`src/sv/fst_pkg.sv`:
```
// shared constants, codes and types of the fade slot table
package fst_pkg;

  localparam int SLOTS  = 3;
  localparam int IDX_W  = (SLOTS > 1) ? $clog2(SLOTS) : 1;
  localparam int CNT_W  = $clog2(SLOTS + 1);

  localparam int TYPE_W = 8;
  localparam int ANG_W  = 16;
  localparam int DIST_W = 16;
  localparam int DUR_W  = 16;
  localparam int OP_W   = 16;
  localparam int TICK_W = 10;
  localparam int DEAD_W = 8;
  localparam int NUM_W  = TICK_W + OP_W;

  localparam logic [OP_W-1:0]   OPAQUE    = '1;
  localparam logic [OP_W-1:0]   NEAR_ZERO = OP_W'(655);
  localparam logic [DEAD_W-1:0] DEAD_MAX  = '1;

  localparam int CFG_IDX_W  = 2;
  localparam int CFG_DATA_W = 16;

  localparam logic [CFG_IDX_W-1:0] REG_DEFAULT_DURATION = CFG_IDX_W'(0);
  localparam logic [CFG_IDX_W-1:0] REG_TICK_MS          = CFG_IDX_W'(1);
  localparam logic [CFG_IDX_W-1:0] REG_CLEANUP_TICKS    = CFG_IDX_W'(2);

  localparam logic [DUR_W-1:0]  DEFAULT_DURATION_RST = DUR_W'(200);
  localparam logic [TICK_W-1:0] TICK_MS_RST          = TICK_W'(50);
  localparam logic [DEAD_W-1:0] CLEANUP_TICKS_RST    = DEAD_W'(2);

  typedef enum logic [1:0] {
    FUNC_TICK  = 2'd0,
    FUNC_SHOW  = 2'd1,
    FUNC_HIDE  = 2'd2,
    FUNC_CLEAR = 2'd3
  } func_t;

  typedef struct packed {
    func_t                    func;
    logic [TYPE_W-1:0]        prop_type;
    logic signed [ANG_W-1:0]  angle;
    logic [DIST_W-1:0]        distance;
    logic [DUR_W-1:0]         fade_ms;
  } item_t;

  typedef struct packed {
    logic                     slot_present;
    logic [TYPE_W-1:0]        prop_type_res;
    logic signed [ANG_W-1:0]  angle_res;
    logic [DIST_W-1:0]        distance_res;
    logic [OP_W-1:0]          opacity;
    logic                     last;
  } result_t;

  // controller to datapath
  typedef struct packed {
    logic             load;
    logic             div_start;
    logic             walk;
    logic             finish;
    logic             emit;
    logic [IDX_W-1:0] idx;
  } fst_cmd_t;

  // datapath to controller
  typedef struct packed {
    func_t            func;
    logic             div_done;
    logic             out_free;
    logic [CNT_W-1:0] count;
  } fst_sts_t;

endpackage

```
`src/sv/fst_if.sv`:
```
// valid/ready channel interfaces for items and results
interface fst_item_if;
  import fst_pkg::*;
  logic  valid;
  logic  ready;
  item_t payload;
  modport source (output valid, output payload, input ready);
  modport sink (input valid, input payload, output ready);
endinterface

interface fst_result_if;
  import fst_pkg::*;
  logic    valid;
  logic    ready;
  result_t payload;
  modport source (output valid, output payload, input ready);
  modport sink (input valid, input payload, output ready);
endinterface

```
`src/sv/fade_slot_table_unit.sv`:
```
// top level of the fade slot table: controller, datapath and channel wiring
// a tick item goes straight to the slot walk (one walk cycle per live slot);
// show, hide and clear first run the bit-serial fade step divide
// (one quotient bit per cycle, 26 bits)
// items are taken one at a time, and the result side can hold the flow with ready low;
// 3 result beats per item
// reset: synchronous, clears the table to empty and config to 200 ms, 50 ms, 2 ticks
module fade_slot_table_unit (
  input  logic                           clk,
  input  logic                           rst,
  fst_item_if.sink                       item,
  fst_result_if.source                   result,
  input  logic                           wr_en,
  input  logic [fst_pkg::CFG_IDX_W-1:0]  wr_index,
  input  logic [fst_pkg::CFG_DATA_W-1:0] wr_data
);
  import fst_pkg::*;

  fst_cmd_t cmd;
  fst_sts_t sts;
  logic     item_ready;
  logic     result_valid;
  result_t  result_payload;

  // controller: one item at a time, idle -> dispatch -> divide (not for tick) -> slot walk -> update -> 3 beats
  fst_ctrl u_ctrl (
    .clk      (clk),
    .rst      (rst),
    .in_valid (item.valid),
    .in_ready (item_ready),
    .cmd      (cmd),
    .sts      (sts)
  );

  // datapath: slot table in flops, one slot touched per cycle
  // tick updates opacity/dead count and compacts in the same pass
  // the result register decouples the output side, so a new item can be
  // taken while the last beat of the previous one still waits
  fst_dp u_dp (
    .clk         (clk),
    .rst         (rst),
    .cmd         (cmd),
    .sts         (sts),
    .in_payload  (item.payload),
    .out_valid   (result_valid),
    .out_ready   (result.ready),
    .out_payload (result_payload),
    .wr_en       (wr_en),
    .wr_index    (wr_index),
    .wr_data     (wr_data)
  );

  // input beat accepted only while the controller is idle
  assign item.ready     = item_ready;
  assign result.valid   = result_valid;
  assign result.payload = result_payload;

endmodule

```
`src/sv/fst_div.sv`:
```
// bit-serial restoring divider, one quotient bit per cycle
module fst_div (
  input  logic                        clk,
  input  logic                        rst,
  input  logic                        start,
  input  logic [fst_pkg::NUM_W-1:0]   num,
  input  logic [fst_pkg::DUR_W-1:0]   den,
  output logic                        done,
  output logic [fst_pkg::NUM_W-1:0]   quot
);
  import fst_pkg::*;

  localparam int BIT_CNT_W = $clog2(NUM_W);

  logic                 busy;
  logic [BIT_CNT_W-1:0] bit_cnt;
  logic [DUR_W-1:0]     rem;
  logic [DUR_W:0]       trial;
  logic                 fits;

  assign trial = {rem, quot[NUM_W-1]};
  assign fits  = trial >= {1'b0, den};

  always_ff @(posedge clk) begin
    if (rst) begin
      busy <= 1'b0;
      done <= 1'b0;
    end else if (start) begin
      busy    <= 1'b1;
      done    <= 1'b0;
      bit_cnt <= BIT_CNT_W'(NUM_W - 1);
      rem     <= '0;
      quot    <= num;
    end else if (busy) begin
      rem  <= fits ? DUR_W'(trial - {1'b0, den}) : trial[DUR_W-1:0];
      quot <= {quot[NUM_W-2:0], fits};
      if (bit_cnt == '0) begin
        busy <= 1'b0;
        done <= 1'b1;
      end else begin
        bit_cnt <= bit_cnt - 1'b1;
      end
    end
  end

endmodule

```
`src/sv/fst_dp.sv`:
```
// datapath: config registers, slot table, fade step divider, result register
module fst_dp (
  input  logic                           clk,
  input  logic                           rst,
  input  fst_pkg::fst_cmd_t              cmd,
  output fst_pkg::fst_sts_t              sts,
  input  fst_pkg::item_t                 in_payload,
  output logic                           out_valid,
  input  logic                           out_ready,
  output fst_pkg::result_t               out_payload,
  input  logic                           wr_en,
  input  logic [fst_pkg::CFG_IDX_W-1:0]  wr_index,
  input  logic [fst_pkg::CFG_DATA_W-1:0] wr_data
);
  import fst_pkg::*;

  typedef struct packed {
    logic [TYPE_W-1:0]       prop_type;
    logic signed [ANG_W-1:0] angle;
    logic [DIST_W-1:0]       distance;
    logic [OP_W-1:0]         opacity;
    logic                    target_full;
    logic [OP_W-1:0]         step;
    logic [DEAD_W-1:0]       dead;
  } slot_t;

  logic [DUR_W-1:0]  default_duration;
  logic [TICK_W-1:0] tick_ms;
  logic [DEAD_W-1:0] cleanup_ticks;

  item_t             item;
  logic [CNT_W-1:0]  count;
  logic [CNT_W-1:0]  wr_ptr;
  logic              found;
  slot_t             slots [SLOTS];

  logic              div_done;
  logic [NUM_W-1:0]  quot;
  logic [NUM_W-1:0]  num;
  logic [DUR_W-1:0]  den;
  logic [OP_W-1:0]   new_step;

  slot_t             rd;
  logic [OP_W-1:0]   gap;
  logic [OP_W-1:0]   op_next;
  logic [DEAD_W-1:0] dead_next;
  logic              keep;
  logic              type_hit;
  logic              append;

  logic              slot_we;
  logic [IDX_W-1:0]  slot_addr;
  slot_t             slot_wdata;

  always_ff @(posedge clk) begin
    if (rst) begin
      default_duration <= DEFAULT_DURATION_RST;
      tick_ms          <= TICK_MS_RST;
      cleanup_ticks    <= CLEANUP_TICKS_RST;
    end else if (wr_en) begin
      unique case (wr_index)
        REG_DEFAULT_DURATION: default_duration <= wr_data;
        REG_TICK_MS:          tick_ms          <= wr_data[TICK_W-1:0];
        REG_CLEANUP_TICKS:    cleanup_ticks    <= wr_data[DEAD_W-1:0];
        default: ;
      endcase
    end
  end

  // step = tick_ms * 65535 / duration, saturated
  assign num = NUM_W'({tick_ms, {OP_W{1'b0}}}) - NUM_W'(tick_ms);
  always_comb begin
    den = item.fade_ms;
    if (den == '0) den = default_duration;
    if (den == '0) den = DUR_W'(1);
  end
  assign new_step = (quot[NUM_W-1:OP_W] != '0) ? OPAQUE : quot[OP_W-1:0];

  fst_div u_div (
    .clk   (clk),
    .rst   (rst),
    .start (cmd.div_start),
    .num   (num),
    .den   (den),
    .done  (div_done),
    .quot  (quot)
  );

  // one slot per cycle at the walk index
  assign rd       = slots[cmd.idx];
  assign gap      = rd.target_full ? (OPAQUE - rd.opacity) : rd.opacity;
  assign type_hit = !found && (rd.prop_type == item.prop_type);
  assign append   = (item.func == FUNC_SHOW) && !found && (count < CNT_W'(SLOTS));

  always_comb begin
    if (gap <= rd.step) op_next = rd.target_full ? OPAQUE : '0;
    else                op_next = rd.target_full ? rd.opacity + rd.step
                                                 : rd.opacity - rd.step;
    if (!rd.target_full && op_next <= NEAR_ZERO)
      dead_next = (rd.dead == DEAD_MAX) ? rd.dead : rd.dead + 1'b1;
    else
      dead_next = '0;
    keep = dead_next < cleanup_ticks;
  end

  always_comb begin
    slot_we    = 1'b0;
    slot_addr  = cmd.idx;
    slot_wdata = rd;
    if (cmd.walk) begin
      unique case (item.func)
        FUNC_TICK: begin
          slot_we            = keep;
          slot_addr          = IDX_W'(wr_ptr);
          slot_wdata.opacity = op_next;
          slot_wdata.dead    = dead_next;
        end
        FUNC_SHOW: begin
          slot_we                = type_hit;
          slot_wdata.target_full = 1'b1;
          slot_wdata.step        = new_step;
          slot_wdata.angle       = item.angle;
          slot_wdata.distance    = item.distance;
        end
        FUNC_HIDE: begin
          slot_we                = type_hit;
          slot_wdata.target_full = 1'b0;
          slot_wdata.step        = new_step;
        end
        FUNC_CLEAR: begin
          slot_we                = 1'b1;
          slot_wdata.target_full = 1'b0;
          slot_wdata.step        = new_step;
        end
        default: ;
      endcase
    end else if (cmd.finish && append) begin
      slot_we                = 1'b1;
      slot_addr              = IDX_W'(count);
      slot_wdata.prop_type   = item.prop_type;
      slot_wdata.angle       = item.angle;
      slot_wdata.distance    = item.distance;
      slot_wdata.opacity     = '0;
      slot_wdata.target_full = 1'b1;
      slot_wdata.step        = new_step;
      slot_wdata.dead        = '0;
    end
  end

  always_ff @(posedge clk) begin
    if (slot_we) slots[slot_addr] <= slot_wdata;
  end

  always_ff @(posedge clk) begin
    if (cmd.load) item <= in_payload;
  end

  always_ff @(posedge clk) begin
    if (rst) begin
      count  <= '0;
      wr_ptr <= '0;
      found  <= 1'b0;
    end else begin
      if (cmd.load) begin
        wr_ptr <= '0;
        found  <= 1'b0;
      end
      if (cmd.walk) begin
        if (item.func == FUNC_TICK && keep) wr_ptr <= wr_ptr + 1'b1;
        if ((item.func == FUNC_SHOW || item.func == FUNC_HIDE) && type_hit) found <= 1'b1;
      end
      if (cmd.finish) begin
        if (item.func == FUNC_TICK) count <= wr_ptr;
        else if (append)            count <= count + 1'b1;
      end
    end
  end

  // result register
  always_ff @(posedge clk) begin
    if (rst) begin
      out_valid <= 1'b0;
    end else if (cmd.emit) begin
      out_valid <= 1'b1;
    end else if (out_ready) begin
      out_valid <= 1'b0;
    end
  end

  always_ff @(posedge clk) begin
    if (cmd.emit) begin
      if (CNT_W'(cmd.idx) < count) begin
        out_payload.slot_present  <= 1'b1;
        out_payload.prop_type_res <= rd.prop_type;
        out_payload.angle_res     <= rd.angle;
        out_payload.distance_res  <= rd.distance;
        out_payload.opacity       <= rd.opacity;
      end else begin
        out_payload.slot_present  <= 1'b0;
        out_payload.prop_type_res <= '0;
        out_payload.angle_res     <= '0;
        out_payload.distance_res  <= '0;
        out_payload.opacity       <= '0;
      end
      out_payload.last <= cmd.idx == IDX_W'(SLOTS - 1);
    end
  end

  assign sts.func     = item.func;
  assign sts.div_done = div_done;
  assign sts.out_free = !out_valid || out_ready;
  assign sts.count    = count;

endmodule

```
`src/sv/fst_ctrl.sv`:
```
// controller: sequences divide, slot walk, table update and result beats
module fst_ctrl (
  input  logic               clk,
  input  logic               rst,
  input  logic               in_valid,
  output logic               in_ready,
  output fst_pkg::fst_cmd_t  cmd,
  input  fst_pkg::fst_sts_t  sts
);
  import fst_pkg::*;

  typedef enum logic [2:0] {
    ST_IDLE,
    ST_DISPATCH,
    ST_DIV,
    ST_WALK,
    ST_FINISH,
    ST_EMIT
  } state_t;

  state_t           state;
  logic [IDX_W-1:0] idx;
  logic             walk_last;

  assign in_ready  = state == ST_IDLE;
  assign walk_last = (CNT_W'(idx) + CNT_W'(1)) == sts.count;

  always_comb begin
    cmd     = '0;
    cmd.idx = idx;
    unique case (state)
      ST_IDLE:     cmd.load      = in_valid;
      ST_DISPATCH: cmd.div_start = sts.func != FUNC_TICK;
      ST_DIV:      ;
      ST_WALK:     cmd.walk      = CNT_W'(idx) < sts.count;
      ST_FINISH:   cmd.finish    = 1'b1;
      ST_EMIT:     cmd.emit      = sts.out_free;
      default:     ;
    endcase
  end

  always_ff @(posedge clk) begin
    if (rst) begin
      state <= ST_IDLE;
      idx   <= '0;
    end else begin
      unique case (state)
        ST_IDLE: begin
          if (in_valid) state <= ST_DISPATCH;
        end
        ST_DISPATCH: begin
          idx   <= '0;
          state <= (sts.func == FUNC_TICK) ? ST_WALK : ST_DIV;
        end
        ST_DIV: begin
          if (sts.div_done) state <= ST_WALK;
        end
        ST_WALK: begin
          if (!cmd.walk || walk_last) state <= ST_FINISH;
          else                        idx   <= idx + 1'b1;
        end
        ST_FINISH: begin
          idx   <= '0;
          state <= ST_EMIT;
        end
        ST_EMIT: begin
          if (sts.out_free) begin
            if (idx == IDX_W'(SLOTS - 1)) state <= ST_IDLE;
            else                          idx   <= idx + 1'b1;
          end
        end
        default: state <= ST_IDLE;
      endcase
    end
  end

  a_tick_skips_div: assert property (@(posedge clk) disable iff (rst)
    (state == ST_DIV) |-> (sts.func != FUNC_TICK))
    else $error("tick item waiting on divider");

  a_finish_to_emit: assert property (@(posedge clk) disable iff (rst)
    (state == ST_FINISH) |=> (state == ST_EMIT && idx == '0))
    else $error("result walk does not start at slot zero");

  a_div_done_in_div: assert property (@(posedge clk) disable iff (rst)
    $rose(sts.div_done) |-> (state == ST_DIV))
    else $error("divider finished outside divide wait");

endmodule
```
`src/flat_wrapper.sv`:
```
// flat-port wrapper written by rule: the top's interface ports become plain ports
module fade_slot_table_unit_flat import fst_pkg::*;
  (clk, rst, wr_en, wr_index, wr_data, item_valid, item_payload, item_ready, result_valid, result_payload, result_ready);
  fst_item_if item_i ();
  fst_result_if result_i ();
  input  logic clk;
  input  logic rst;
  input  logic wr_en;
  input  logic [fst_pkg::CFG_IDX_W-1:0] wr_index;
  input  logic [fst_pkg::CFG_DATA_W-1:0] wr_data;
  input wire logic [$bits(item_i.valid)-1:0] item_valid;
  input wire logic [$bits(item_i.payload)-1:0] item_payload;
  output wire logic [$bits(item_i.ready)-1:0] item_ready;
  output wire logic [$bits(result_i.valid)-1:0] result_valid;
  output wire logic [$bits(result_i.payload)-1:0] result_payload;
  input wire logic [$bits(result_i.ready)-1:0] result_ready;
  assign item_i.valid = item_valid;
  assign item_i.payload = item_payload;
  assign item_ready = item_i.ready;
  assign result_valid = result_i.valid;
  assign result_payload = result_i.payload;
  assign result_i.ready = result_ready;
  fade_slot_table_unit u_core (.clk(clk), .rst(rst), .item(item_i), .result(result_i), .wr_en(wr_en), .wr_index(wr_index), .wr_data(wr_data));
endmodule
```
`config.mk`:
```
export PLATFORM = sky130hd
export DESIGN_NAME = fade_slot_table_unit_flat
export DESIGN_NICKNAME = d
export VERILOG_FILES = /design/src/sv/fst_pkg.sv /design/src/sv/fst_if.sv /design/src/sv/fade_slot_table_unit.sv /design/src/sv/fst_div.sv /design/src/sv/fst_dp.sv /design/src/sv/fst_ctrl.sv /design/src/flat_wrapper.sv
export SDC_FILE = /design/constraint.sdc
export NUM_CORES = 1
export LEC_CHECK = 0
export BUFFER_PORTS_ARGS = -buffer_cell sky130_fd_sc_hd__buf_2
export CELL_PAD_IN_SITES_DETAIL_PLACEMENT = 1
export CELL_PAD_IN_SITES_GLOBAL_PLACEMENT = 2
export CORE_UTILIZATION = 43
export CTS_BUF_LIST = sky130_fd_sc_hd__clkbuf_8
export CTS_CLUSTER_DIAMETER = 80
export DETAILED_ROUTE_END_ITERATION = 8
export GPL_ROUTABILITY_DRIVEN = 0
export HOLD_SLACK_MARGIN = 0.02
export PLACE_DENSITY_LB_ADDON = 0.12
export RECOVER_POWER = 25
export SLEW_MARGIN = 5
export SYNTH_ARGS = -nofsm -noshare
export SYNTH_HDL_FRONTEND = slang
export SYNTH_HIERARCHICAL = 1
export SYNTH_SLANG_ARGS = --single-unit
```
`constraint.sdc`:
```
create_clock -name clk -period 15.4 [get_ports clk]
set_clock_uncertainty 0.05 [all_clocks]
set_input_delay 2.31 -clock clk [delete_from_list [all_inputs] [get_ports clk]]
set_output_delay 2.31 -clock clk [all_outputs]
set_load 0.05 [all_outputs]
```
Word-level counts from Yosys, hierarchy flattened
Memories as Yosys holds them, arrays and structs flattened. A register that Yosys moved wholly into a read port is not among the register bits.
Cells that the tools add are included.
{"block": "classes", "n_eq_ne": 22, "muxes": 62, "n_addsub": 10, "bitwise": 1, "n_lt_le_gt_ge": 6, "n_reduce_logical": 39}
{"cell": "$mux 16", "count": 10}
{"cell": "$mux 81", "count": 1}
{"cell": "$mux 73", "count": 1}
{"cell": "$mux 57", "count": 1}
{"cell": "$mux 26", "count": 2}
{"cell": "$pmux 17 s2", "count": 1}
{"cell": "$logic_not 16->1", "count": 2}
{"cell": "$mux 32", "count": 1}
{"cell": "$mux 8", "count": 4}
{"cell": "$sub 16x16->16", "count": 2}
{"cell": "$mux 2", "count": 13}
{"cell": "$sub 26x10->26", "count": 1}
{"cell": "$mux 1", "count": 18}
{"cell": "$pmux 3 s6", "count": 1}
{"cell": "$ge 17x16->1", "count": 1}
{"cell": "$add 16x16->16", "count": 1}
{"cell": "$le 16x10->1 const B", "count": 1}
{"cell": "$le 16x16->1", "count": 1}
{"cell": "$sub 16x16->16 const A", "count": 1}
{"cell": "$mux 3", "count": 5}
{"cell": "$ne 2x2->1 const B", "count": 7}
{"cell": "$reduce_and 2->1", "count": 6}
{"cell": "$mux 5", "count": 2}
{"cell": "$reduce_bool 10->1", "count": 1}
{"cell": "other kinds (30)", "count": 56}
{"block": "totals", "memories": 1, "output_inout_bits": 60, "regBits": 210, "ramBits": 243, "in_bits": 81, "word_cells": 166}
{"memory": "u_core.u_dp.slots", "depth": 3, "width": 81, "rd": 1, "rd_ports_with_merged_regs": 1, "write_ports": 1, "line": "fst_dp.sv:35", "text": "slot_t slots [SLOTS];"}

Logic depth before layout (Yosys ltp)
Gate-level depths: netlist of the first run.
{"block": "logic_depth", "depth_word": 12, "depth_mapped": 31, "ltp_nobuf": 26}

Cells and area by module
Netlist of the first run, hierarchy kept.
{"mod": "fst_dp", "seq_area_each_um2": 11581.1, "cells_each": 1454, "area_per_inst_um2": 18056.1, "instances": 1}
{"mod": "fst_div", "seq_area_each_um2": 1451.4, "cells_each": 273, "area_per_inst_um2": 3080.5, "instances": 1}
{"mod": "fst_ctrl", "seq_area_each_um2": 100.1, "cells_each": 52, "area_per_inst_um2": 450.4, "instances": 1}

Least setup slack after synthesis of the first run
OpenSTA, ideal clock, no wires.
{"block": "synth_timing", "path_type": "flip-flop to flip-flop", "start": "reg u_core.u_ctrl.idx[0]", "end": "mem u_core/u_dp/slots[0][0] (netlist name), enable pin", "path_buffers": 7, "stages_incl_launch_ff": 27, "path_slack_ns": 2.590, "synth_period_minus_slack_ns": 12.810, "t_arrival_ns": 12.120, "required_ns": 14.710, "setup_ns": 0.640, "cell_sequence": "dfxtp_1 > buf_6 > buf_6 > buf_4 > buf_2 > buf_1 > buf_2 > mux2i_1 > nor2_1 > a21oi_1 > inv_1 > ha_1 > o211ai_1 > o21ai_1 > a31oi_1 > o32a_1 > o21ai_1 > xnor3_2 > o41ai_4 > nand2_2 > buf_6 > nor2_1 > ha_1 > and3_1 > a2111oi_0 > o21ai_1 > a211oi_1"}
{"block": "synth_via", "elab_chain_len": 5, "word_cells_on_any_way": 8, "classes_between": "1 x order compare; 7 x mux"}
{"element": "start, declared", "line": "fst_ctrl.sv:22", "text": "logic [IDX_W-1:0] idx;"}
{"element": "start signal, assigned", "line": "fst_ctrl.sv:60", "text": "else idx <= idx + 1'b1;"}
{"element": "start signal, assigned", "line": "fst_ctrl.sv:69", "text": "else idx <= idx + 1'b1;"}
{"element": "$lt 2x2->1", "line": "fst_ctrl.sv:35", "text": "ST_WALK: cmd.walk = CNT_W'(idx) < sts.count;"}
{"element": "$mux 1", "line": "fst_ctrl.sv:31", "text": "unique case (state)"}
{"element": "$mux 1", "line": "fst_dp.sv:110", "text": "if (cmd.walk) begin"}
{"element": "$mux 1", "line": "fst_dp.sv:151", "text": "if (slot_we) slots[slot_addr] <= slot_wdata;"}
{"element": "$mux 1 (implied by the code)", "line": "fst_dp.sv:151"}
{"element": "end, declared", "line": "fst_dp.sv:35"}
Several ways; a longest one is shown, not always the timed one.

Worst setup path in the final report of the first run
{"block": "layout_timing", "start": "reg u_core.u_ctrl.idx[0]", "end": "mem u_core/u_dp/slots[0][74] (netlist name), enable pin"}
The elaborated chain is that of the path after synthesis.

==> results.py, run 1 <==
metrics = {
    "critical_path": {
        "crit_top_cell": "nor2_1",
        "crit_slowest_cell": "dfxtp_1",
        "critPathKind": "register to register",
        "reg2reg_slack_ns": 3.62,
        "rr_worst_depth": 20,
        "reg2reg_to": "u_core/u_dp/slots[0][74]$_DFFE_PP_",
        "arrival_ns": 11.98,
        "r2r-start": "u_core/u_ctrl/idx[0]$_SDFFE_PP0P_",
        "critPathLaunch": "u_core/u_ctrl/idx[0]$_SDFFE_PP0P_",
        "end_kind": "register",
        "crit_path_end": "u_core/u_dp/slots[0][74]$_DFFE_PP_",
        "path_cells": "clkbuf_1, mux2i_1, nor2_1, a21oi_1, xnor2_1, ha_1, inv_1, nor2_1, nor2_1, o21ai_1, xnor3_2, o41ai_4, nand2_2, nor2_1, ha_1, and3_1, a2111oi_0, o21ai_1, a211oi_4, buf_4",
        "cp-start-kind": "register",
        "required_ns": 15.61,
        "path_max_fanout": 63,
        "critPathMaxStageDelay_ns": 2.41,
    },
    "clock_network": {
        "clockRootBuffer": "clkbuf_8",
        "clk_pin_slew_ns": 0.06,
        "cts.path.max_buffers": 3,
        "postCtsSetupBuffers": 0,
        "cts_buffers": 79,
        "clock_sinks": 453,
        "h-tree-depth": 3,
        "ctsHoldBuffers": 0,
        "clkLatencyLatePin_ns": 0.67,
        "cts_resized": 0,
        "cts_tree": "yes",
    },
    "yosys": {
        "yosys_register_bits": 453,
        "seq_area_frac_synth_pct": 60.8,
        "async_flop_share_pct": 0,
        "synth_edf_count": 406,
        "post_synth_fa_ha_maj_area_fraction_pct": 4.30,
        "netlist_area_um2": 21600,
        "ys.flop_type": "edfxtp_1",
        "synth_compound_area_share_pct": 11.2,
        "synth_top_family_by_area": "compound AO/OA/AOI/OAI gates",
        "synth.area.mux_share_pct": 6.77,
        "yosys_warnings": 6,
        "syn-num-nets": 1933,
        "syn-instance-count": 1779,
        "avgSynthCellArea_um2": 12.1,
        "synthSimpleGateAreaFrac_pct": 10.7,
        "synth_xor_area_share_pct": 2.95,
        "synth.distinct_cells": 90,
    },
    "timing": {
        "fmax_ghz": 0.0849,
        "fin_ws_ns": 3.62,
        "fin_crit_sh_pct": 76.5,
        "finalSetupTns_ns": 0,
        "hold_viol": 0,
        "slew_headroom_pct": -156,
        "rsz0062_at_grt": "no",
        "finalSetupViolations": 0,
        "maxSlewViolCount": 281,
        "period_needed_ns": 11.78,
        "worst_slew_pin_slew_ns": 3.84,
    },
    "grt": {
        "grt_max_degree": 79,
        "grt-ovfl-total": 0,
        "antenna_found_initial": 2,
        "grt_pass1_wl_um": 82600,
        "grt_pass1_vias": 15100,
        "track_usage_pct": 20.9,
    },
    "power": {
        "vdd_drop_max_v": 0.0000685,
        "leakagePower_uw": 0.00892,
        "pwr_density_cell_nw_per_um2": 151,
    },
    "cells_and_area": {
        "regArea_um2": 13100,
        "nets": 2086,
        "multiInputGateArea_um2": 7830,
        "fin_util_pct": 49.6,
        "syn2layout_area_growth_pct": 13.2,
        "drive_above_1_share_pct": 16.6,
        "fill_cells": 5252,
    },
    "routing": {
        "viasPerCell": 5.39,
        "first_pass_iters": 7,
        "vias": 14300,
        "ant_nets": 0,
        "drtIter0Drc": 746,
        "drc_errors": 0,
        "post_drt_wl_per_cell_um": 19.8,
        "routed_wirelength_um": 52700,
    },
    "placement": {
        "dp_slack_ns": 6.15,
        "port_buffers": 140,
        "dp_hpwl_um": 34700,
    },
    "floorplan": {
        "coreArea_um2": 49300,
        "ios": 141,
        "rows": 81,
        "dieHeight_um": 226,
        "die_w_um": 226,
        "die_area_um2": 51100,
        "start_util_pct": 43.8,
    },
    "run_status": {
        "violations": "capacitance limit, slew limit",
        "status": "complete, but fails checks",
    },
    "min_path": {
        "hold_depth": 2,
        "hp-class": "register to register",
    },
    "run": {
        "cap_viol_max_count": 6,
    },
}
[logic make-up (layout without fill, tap and decap cells)]
group,after synthesis,after routing
other cells,0,1
xor+xnor,71,71
simple gates,500,500
mux,138,138
fa+ha+maj,73,73
compound gates,383,383
flops,453,453
buf+inv,161,377
[layout make-up]
| class | count | share of cell area (%) |
|---|---|---|
| diodes | 1 | 0.0102 |
| repair buffers | 162 | 3.44 |
| clock inverters | 60 | 1.50 |
| inverters | 71 | 1.10 |
| well taps | 664 | 3.40 |
| clock buffers | 84 | 4.73 |
| multi-input cells | 1165 | 32.0 |
| flip-flops and latches | 453 | 53.8 |
[worst min-delay path by stage]
| stage | from | to | slack, ns |
|---|---|---|---|
| 2_1_floorplan | u_core/u_dp/default_duration[0]$_SDFFE_PP0P_ | u_core/u_dp/default_duration[0]$_SDFFE_PP0P_ | 0.39 |
| 3_3_place_gp | u_core/u_dp/default_duration[2]$_SDFFE_PP0P_ | u_core/u_dp/default_duration[2]$_SDFFE_PP0P_ | 0.42 |
| 3_5_place_dp | u_core/u_dp/default_duration[13]$_SDFFE_PP0P_ | u_core/u_dp/default_duration[13]$_SDFFE_PP0P_ | 0.43 |
| 4_1_cts | u_core/u_dp/default_duration[2]$_SDFFE_PP0P_ | u_core/u_dp/default_duration[2]$_SDFFE_PP0P_ | 0.44 |
| 5_1_grt | u_core/u_dp/default_duration[1]$_SDFFE_PP0P_ | u_core/u_dp/default_duration[1]$_SDFFE_PP0P_ | 0.46 |
| 6_report | u_core/u_dp/default_duration[13]$_SDFFE_PP0P_ | u_core/u_dp/default_duration[13]$_SDFFE_PP0P_ | 0.43 |
[routing by layer]
| layer | global-route usage, % | vias up | share of wire, % |
|---|---|---|---|
| met3 | 3.83 | 84 | 3.6 |
| met5 | 0 | - | 0.025 |
| met2 | 35.2 | 266 | 48 |
| met4 | 6.23 | 2 | 2.0 |
| met1 | 27.2 | 7137 | 46 |
| li1 | - | 6853 | - |
[state kept, by name, summed over array words and instances, names as in the netlist]
signal	flops
u_core/u_ctrl/idx	2
u_core/u_ctrl/state	3
u_core/u_dp/cleanup_ticks	8
u_core/u_dp/count	2
u_core/u_dp/default_duration	16
u_core/u_dp/found	1
u_core/u_dp/item	56
u_core/u_dp/out_payload	58
u_core/u_dp/out_valid	1
u_core/u_dp/slots	243
u_core/u_dp/sts	2
u_core/u_dp/tick_ms	10
u_core/u_dp/u_div/bit_cnt	5
u_core/u_dp/u_div/busy	1
u_core/u_dp/u_div/done	1
u_core/u_dp/u_div/quot	26
u_core/u_dp/u_div/rem	16
u_core/u_dp/wr_ptr	2
[synthesized netlist by cell type (13+ instances only)]
cell type | count | share of area (%)
a21o_1 | 32 | 1.1
a21oi_1 | 135 | 3.1
buf_1 | 13 | 0.23
clkbuf_1 | 58 | 1.0
dfxtp_1 | 47 | 4.4
edfxtp_1 | 406 | 56
ha_1 | 71 | 4.1
inv_1 | 69 | 1.2
mux2_2 | 32 | 1.7
mux2i_1 | 95 | 4.4
nand2_1 | 136 | 2.4
nand2b_1 | 27 | 0.78
nand3_1 | 15 | 0.35
nor2_1 | 210 | 3.7
nor2b_1 | 13 | 0.38
nor3_1 | 20 | 0.46
o21ai_0 | 76 | 1.8
o22ai_1 | 34 | 0.99
xnor2_1 | 54 | 2.2
xor2_1 | 16 | 0.65
[power breakdown]
part	leakage (uW)	total, uW	switching, uW	internal [uW]
clock network	0.000884	1060	499	561
logic	0.00395	1100	660	439
registers	0.00409	1520	54.3	1470
[critical path: cells and delay by family (launching register included)]
kind / cells / cell delay, ns
buffers and inverters: 3 / 3.15
AOI/OAI and AO/OA: 6 / 3.13
and+or+nand+nor: 6 / 0.89
adders and majority gates: 2 / 0.62
muxes: 1 / 0.34
xor gates and xnor gates: 2 / 0.63
DFF: 1 / 2.41
[per-stage QoR]
step | total power, uW | instances | hold slack (ns) | cell area (um2)
floorplan | 2350 | 1779 | 0.387 | 21600
global placement | 2600 | 2515 | 0.425 | 22900
detailed placement | 2630 | 2515 | 0.433 | 22900
CTS | 3710 | 2659 | 0.442 | 24500
global route | 3900 | 2660 | 0.462 | 24400
finish | 3680 | 2660 | 0.435 | 24400
[layout by cell type, fill, tap and decap left out, types with 9 or more instances in the layout]
master,n
clkbuf_8,84
nor3_1,20
clkinv_1,13
nor4_1,11
clkbuf_1,13
a21oi_1,134
xnor2_1,54
xor2_1,16
ha_1,71
nor2_1,210
inv_1,98
nand3b_1,9
o21ai_0,75
o21a_1,12
nand2b_1,27
buf_2,131
nor2b_1,12
mux2_2,32
dfxtp_1,46
edfxtp_1,406
clkinv_2,9
buf_4,18
o211ai_1,9
o21ai_1,11
nand2_1,136
nand3_1,15
o22ai_1,34
mux2i_1,95
a21o_1,31
Power figures use the tool's default switching activity.
==> run 2, diff against run 1 <==
--- a/config.mk
+++ b/config.mk
@@ -8,7 +8,7 @@
 export BUFFER_PORTS_ARGS = -buffer_cell sky130_fd_sc_hd__buf_2
 export CELL_PAD_IN_SITES_DETAIL_PLACEMENT = 1
 export CELL_PAD_IN_SITES_GLOBAL_PLACEMENT = 2
-export CORE_UTILIZATION = 43
+export CORE_UTILIZATION = 39
 export CTS_BUF_LIST = sky130_fd_sc_hd__clkbuf_8
 export CTS_CLUSTER_DIAMETER = 80
 export DETAILED_ROUTE_END_ITERATION = 8
==> constraint.sdc (replaced) <==
create_clock -name clk -period 10.6 [get_ports clk]
set_clock_uncertainty 0.05 [all_clocks]
set_input_delay 1.59 -clock clk [delete_from_list [all_inputs] [get_ports clk]]
set_output_delay 1.59 -clock clk [all_outputs]
set_load 0.05 [all_outputs]
==> run 2 against run 1 <==
Net effect: the run still ends with capacitance limit, slew limit left; combinational power is 44% higher; non-clock buffer count up 3; worst setup slack worse by 1.8 ns; maximum frequency rose by 35%; critical path type unchanged.
==> results.py, run 2 (synthesized netlist as in run 1, its figures left out) <==
metrics = {
    "cells_and_area": {
        "drive_above_1_share_pct": 16.6,
        "final_cells": 2685,
        "nets": 2091,
        "fill_cells": 5789,
        "final_area_um2": 24400,
        "regArea_um2": 13100,
        "regMostFlops": "u_core/u_dp/slots",
        "final_common_cell": "edfxtp_1",
        "final_cell_mix": "edfxtp_1, nor2_1, nand2_1",
        "largest_reg_flops": 243,
        "multiInputGateArea_um2": 7830,
        "reg_top3": "u_core/u_dp/slots (243), u_core/u_dp/out_payload (58), u_core/u_dp/item (56)",
        "syn2layout_area_growth_pct": 13.0,
    },
    "power": {
        "p_total_uw": 5240,
        "netSwitchingPower_uw": 1730,
        "pwr_density_cell_nw_per_um2": 215,
        "vdd_drop_max_v": 0.0000923,
        "combPwrFrac_pct": 30.2,
        "p_sw_share_pct": 33.0,
        "p_seq_share_pct": 41.9,
        "p_int_uw": 3510,
        "pwr-share-clk_pct": 27.9,
        "leakagePower_uw": 0.00886,
    },
    "grt": {
        "track_usage_pct": 18.9,
        "grt_pass1_wl_um": 83000,
        "busiest_layer": "met2",
        "grtUsageMet1_pct": 25.0,
        "use_met2_pct": 31.4,
        "grt-ovfl-total": 0,
        "grt_pass1_vias": 15000,
        "grt_max_degree": 80,
        "antenna_found_initial": 1,
        "grt_use_met3_pct": 3.46,
    },
    "timing": {
        "worst_slew_pin_slew_ns": 3.86,
        "finalSetupTns_ns": 0,
        "fin_crit_sh_pct": 82.6,
        "fin_hold_ws_ns": 0.415,
        "period_needed_ns": 8.76,
        "fmax_ghz": 0.114,
        "maxSlewViolCount": 196,
        "rsz0062_at_grt": "no",
        "slew_headroom_pct": -157,
        "finalSetupViolations": 0,
        "hold_viol": 0,
    },
    "clock_network": {
        "clockRootBuffer": "clkbuf_8",
        "cts_tree": "yes",
        "cts_resized": 0,
        "clk_pin_slew_ns": 0.06,
        "clkLatencyLatePin_ns": 0.66,
        "clock_sinks": 453,
        "cts.path.max_buffers": 3,
        "cts_buffers": 81,
        "h-tree-depth": 3,
        "postCtsSetupBuffers": 0,
        "ctsHoldBuffers": 0,
    },
    "routing": {
        "post_drt_wl_per_cell_um": 19.7,
        "viasPerCell": 5.29,
        "routed_wirelength_um": 52800,
        "first_pass_iters": 5,
        "vias": 14200,
        "drc_errors": 0,
        "drtIter0Drc": 639,
        "ant_nets": 0,
    },
    "floorplan": {
        "rows": 85,
        "coreArea_um2": 54200,
        "die_w_um": 237,
        "dieHeight_um": 237,
        "start_util_pct": 39.8,
        "die_area_um2": 56300,
        "ios": 141,
    },
    "min_path": {
        "hold_path.startpoint": "u_core/u_dp/default_duration[2]$_SDFFE_PP0P_",
        "hp-class": "register to register",
    },
    "critical_path": {
        "cp-start-kind": "register",
        "crit_slowest_cell": "clkbuf_1",
        "arrival_ns": 9.02,
        "critPathLaunch": "u_core/u_ctrl/idx[0]$_SDFFE_PP0P_",
        "r2r-start": "u_core/u_ctrl/idx[0]$_SDFFE_PP0P_",
        "path_max_fanout": 36,
        "critPathMaxStageDelay_ns": 2.22,
        "required_ns": 10.86,
        "end_kind": "register",
        "path_cells": "clkbuf_1, mux2i_1, o21ai_0, ha_1, nand3_1, nor3_2, or2_2, nor2_1, xor2_1, nor2_1, ha_1, and3_1, a2111oi_0, o21ai_1, a211oi_4, buf_4",
        "critPathKind": "register to register",
    },
    "run_status": {
        "status": "complete, but fails checks",
        "violations": "capacitance limit, slew limit",
    },
    "run": {
        "cap_viol_max_count": 4,
    },
    "placement": {
        "postPlaceCellArea_um2": 23000,
        "dp_cells": 2550,
        "dp_hpwl_um": 34900,
        "port_buffers": 140,
    },
}
[run 2: cell count changes in the layout (fill, tap and decap cells not counted), moves of 2 or more]
| cell | delta |
|---|---|
| buf_2 | +2 |
| inv_1 | -5 |
| bufinv_16 | -2 |
| clkinv_1 | -4 |
| clkbuf_1 | -2 |
| clkinv_2 | +2 |
| mux2_1 | +2 |
| clkinvlp_4 | +4 |
| buf_4 | +2 |
[run 2: final timing paths]
check	cells past startpoint	endpoint	slack [ns]
setup / recovery	16	u_core/u_dp/slots[2][60]$_DFFE_PP_	1.84
hold / removal	2	u_core/u_dp/default_duration[2]$_SDFFE_PP0P_	0.42
setup reg to reg	16	u_core/u_dp/slots[2][60]$_DFFE_PP_	1.84
hold reg to reg	2	u_core/u_dp/default_duration[2]$_SDFFE_PP0P_	0.42
[run 2: cell type report]
type,instances,share of cell area [%]
sequential,453,53.9
timing repair buffer,165,3.59
tap,696,3.57
clock buffer,83,4.68
inverter,71,1.10
clock inverter,51,1.12
multi-input combinational,1165,32.1
antenna,1,0.0103
[run 2: per-stage QoR]
stage / util [%] / setup WS (ns)
after global routing: 45.0 / 1.22
after detailed placement: 42.5 / 2.06
after global placement: 42.5 / 2.48
final: 45.0 / 1.84
after CTS: 45.1 / 2.02
after floorplan: - / -2.21
[run 2: critical path: cells and delay by family (launching register included)]
| kind | cells | cell delay, ns |
|---|---|---|
| mux | 1 | 0.22 |
| simple gates | 6 | 1.07 |
| compound gates | 4 | 2.91 |
| flops | 1 | 0.64 |
| fa+ha+maj | 2 | 0.59 |
| xor+xnor | 1 | 0.22 |
| buf+inv | 2 | 2.69 |
[run 2: power by group through the flow]
stage,Combinational [uW],Sequential (uW),Clock [uW]
floorplan,1210,2210,0
global placement,1550,2230,0
detailed placement,1580,2230,0
CTS,1590,2190,1520
global route,1770,2210,1590
finish,1580,2200,1460
[run 2: metal layers]
metal | vias to the layer above | share of wire (%)
li1 | 6866 | -
met1 | 7013 | 47
met2 | 258 | 48
met3 | 57 | 3.9
met4 | 0 | 1.7
met5 | - | 0
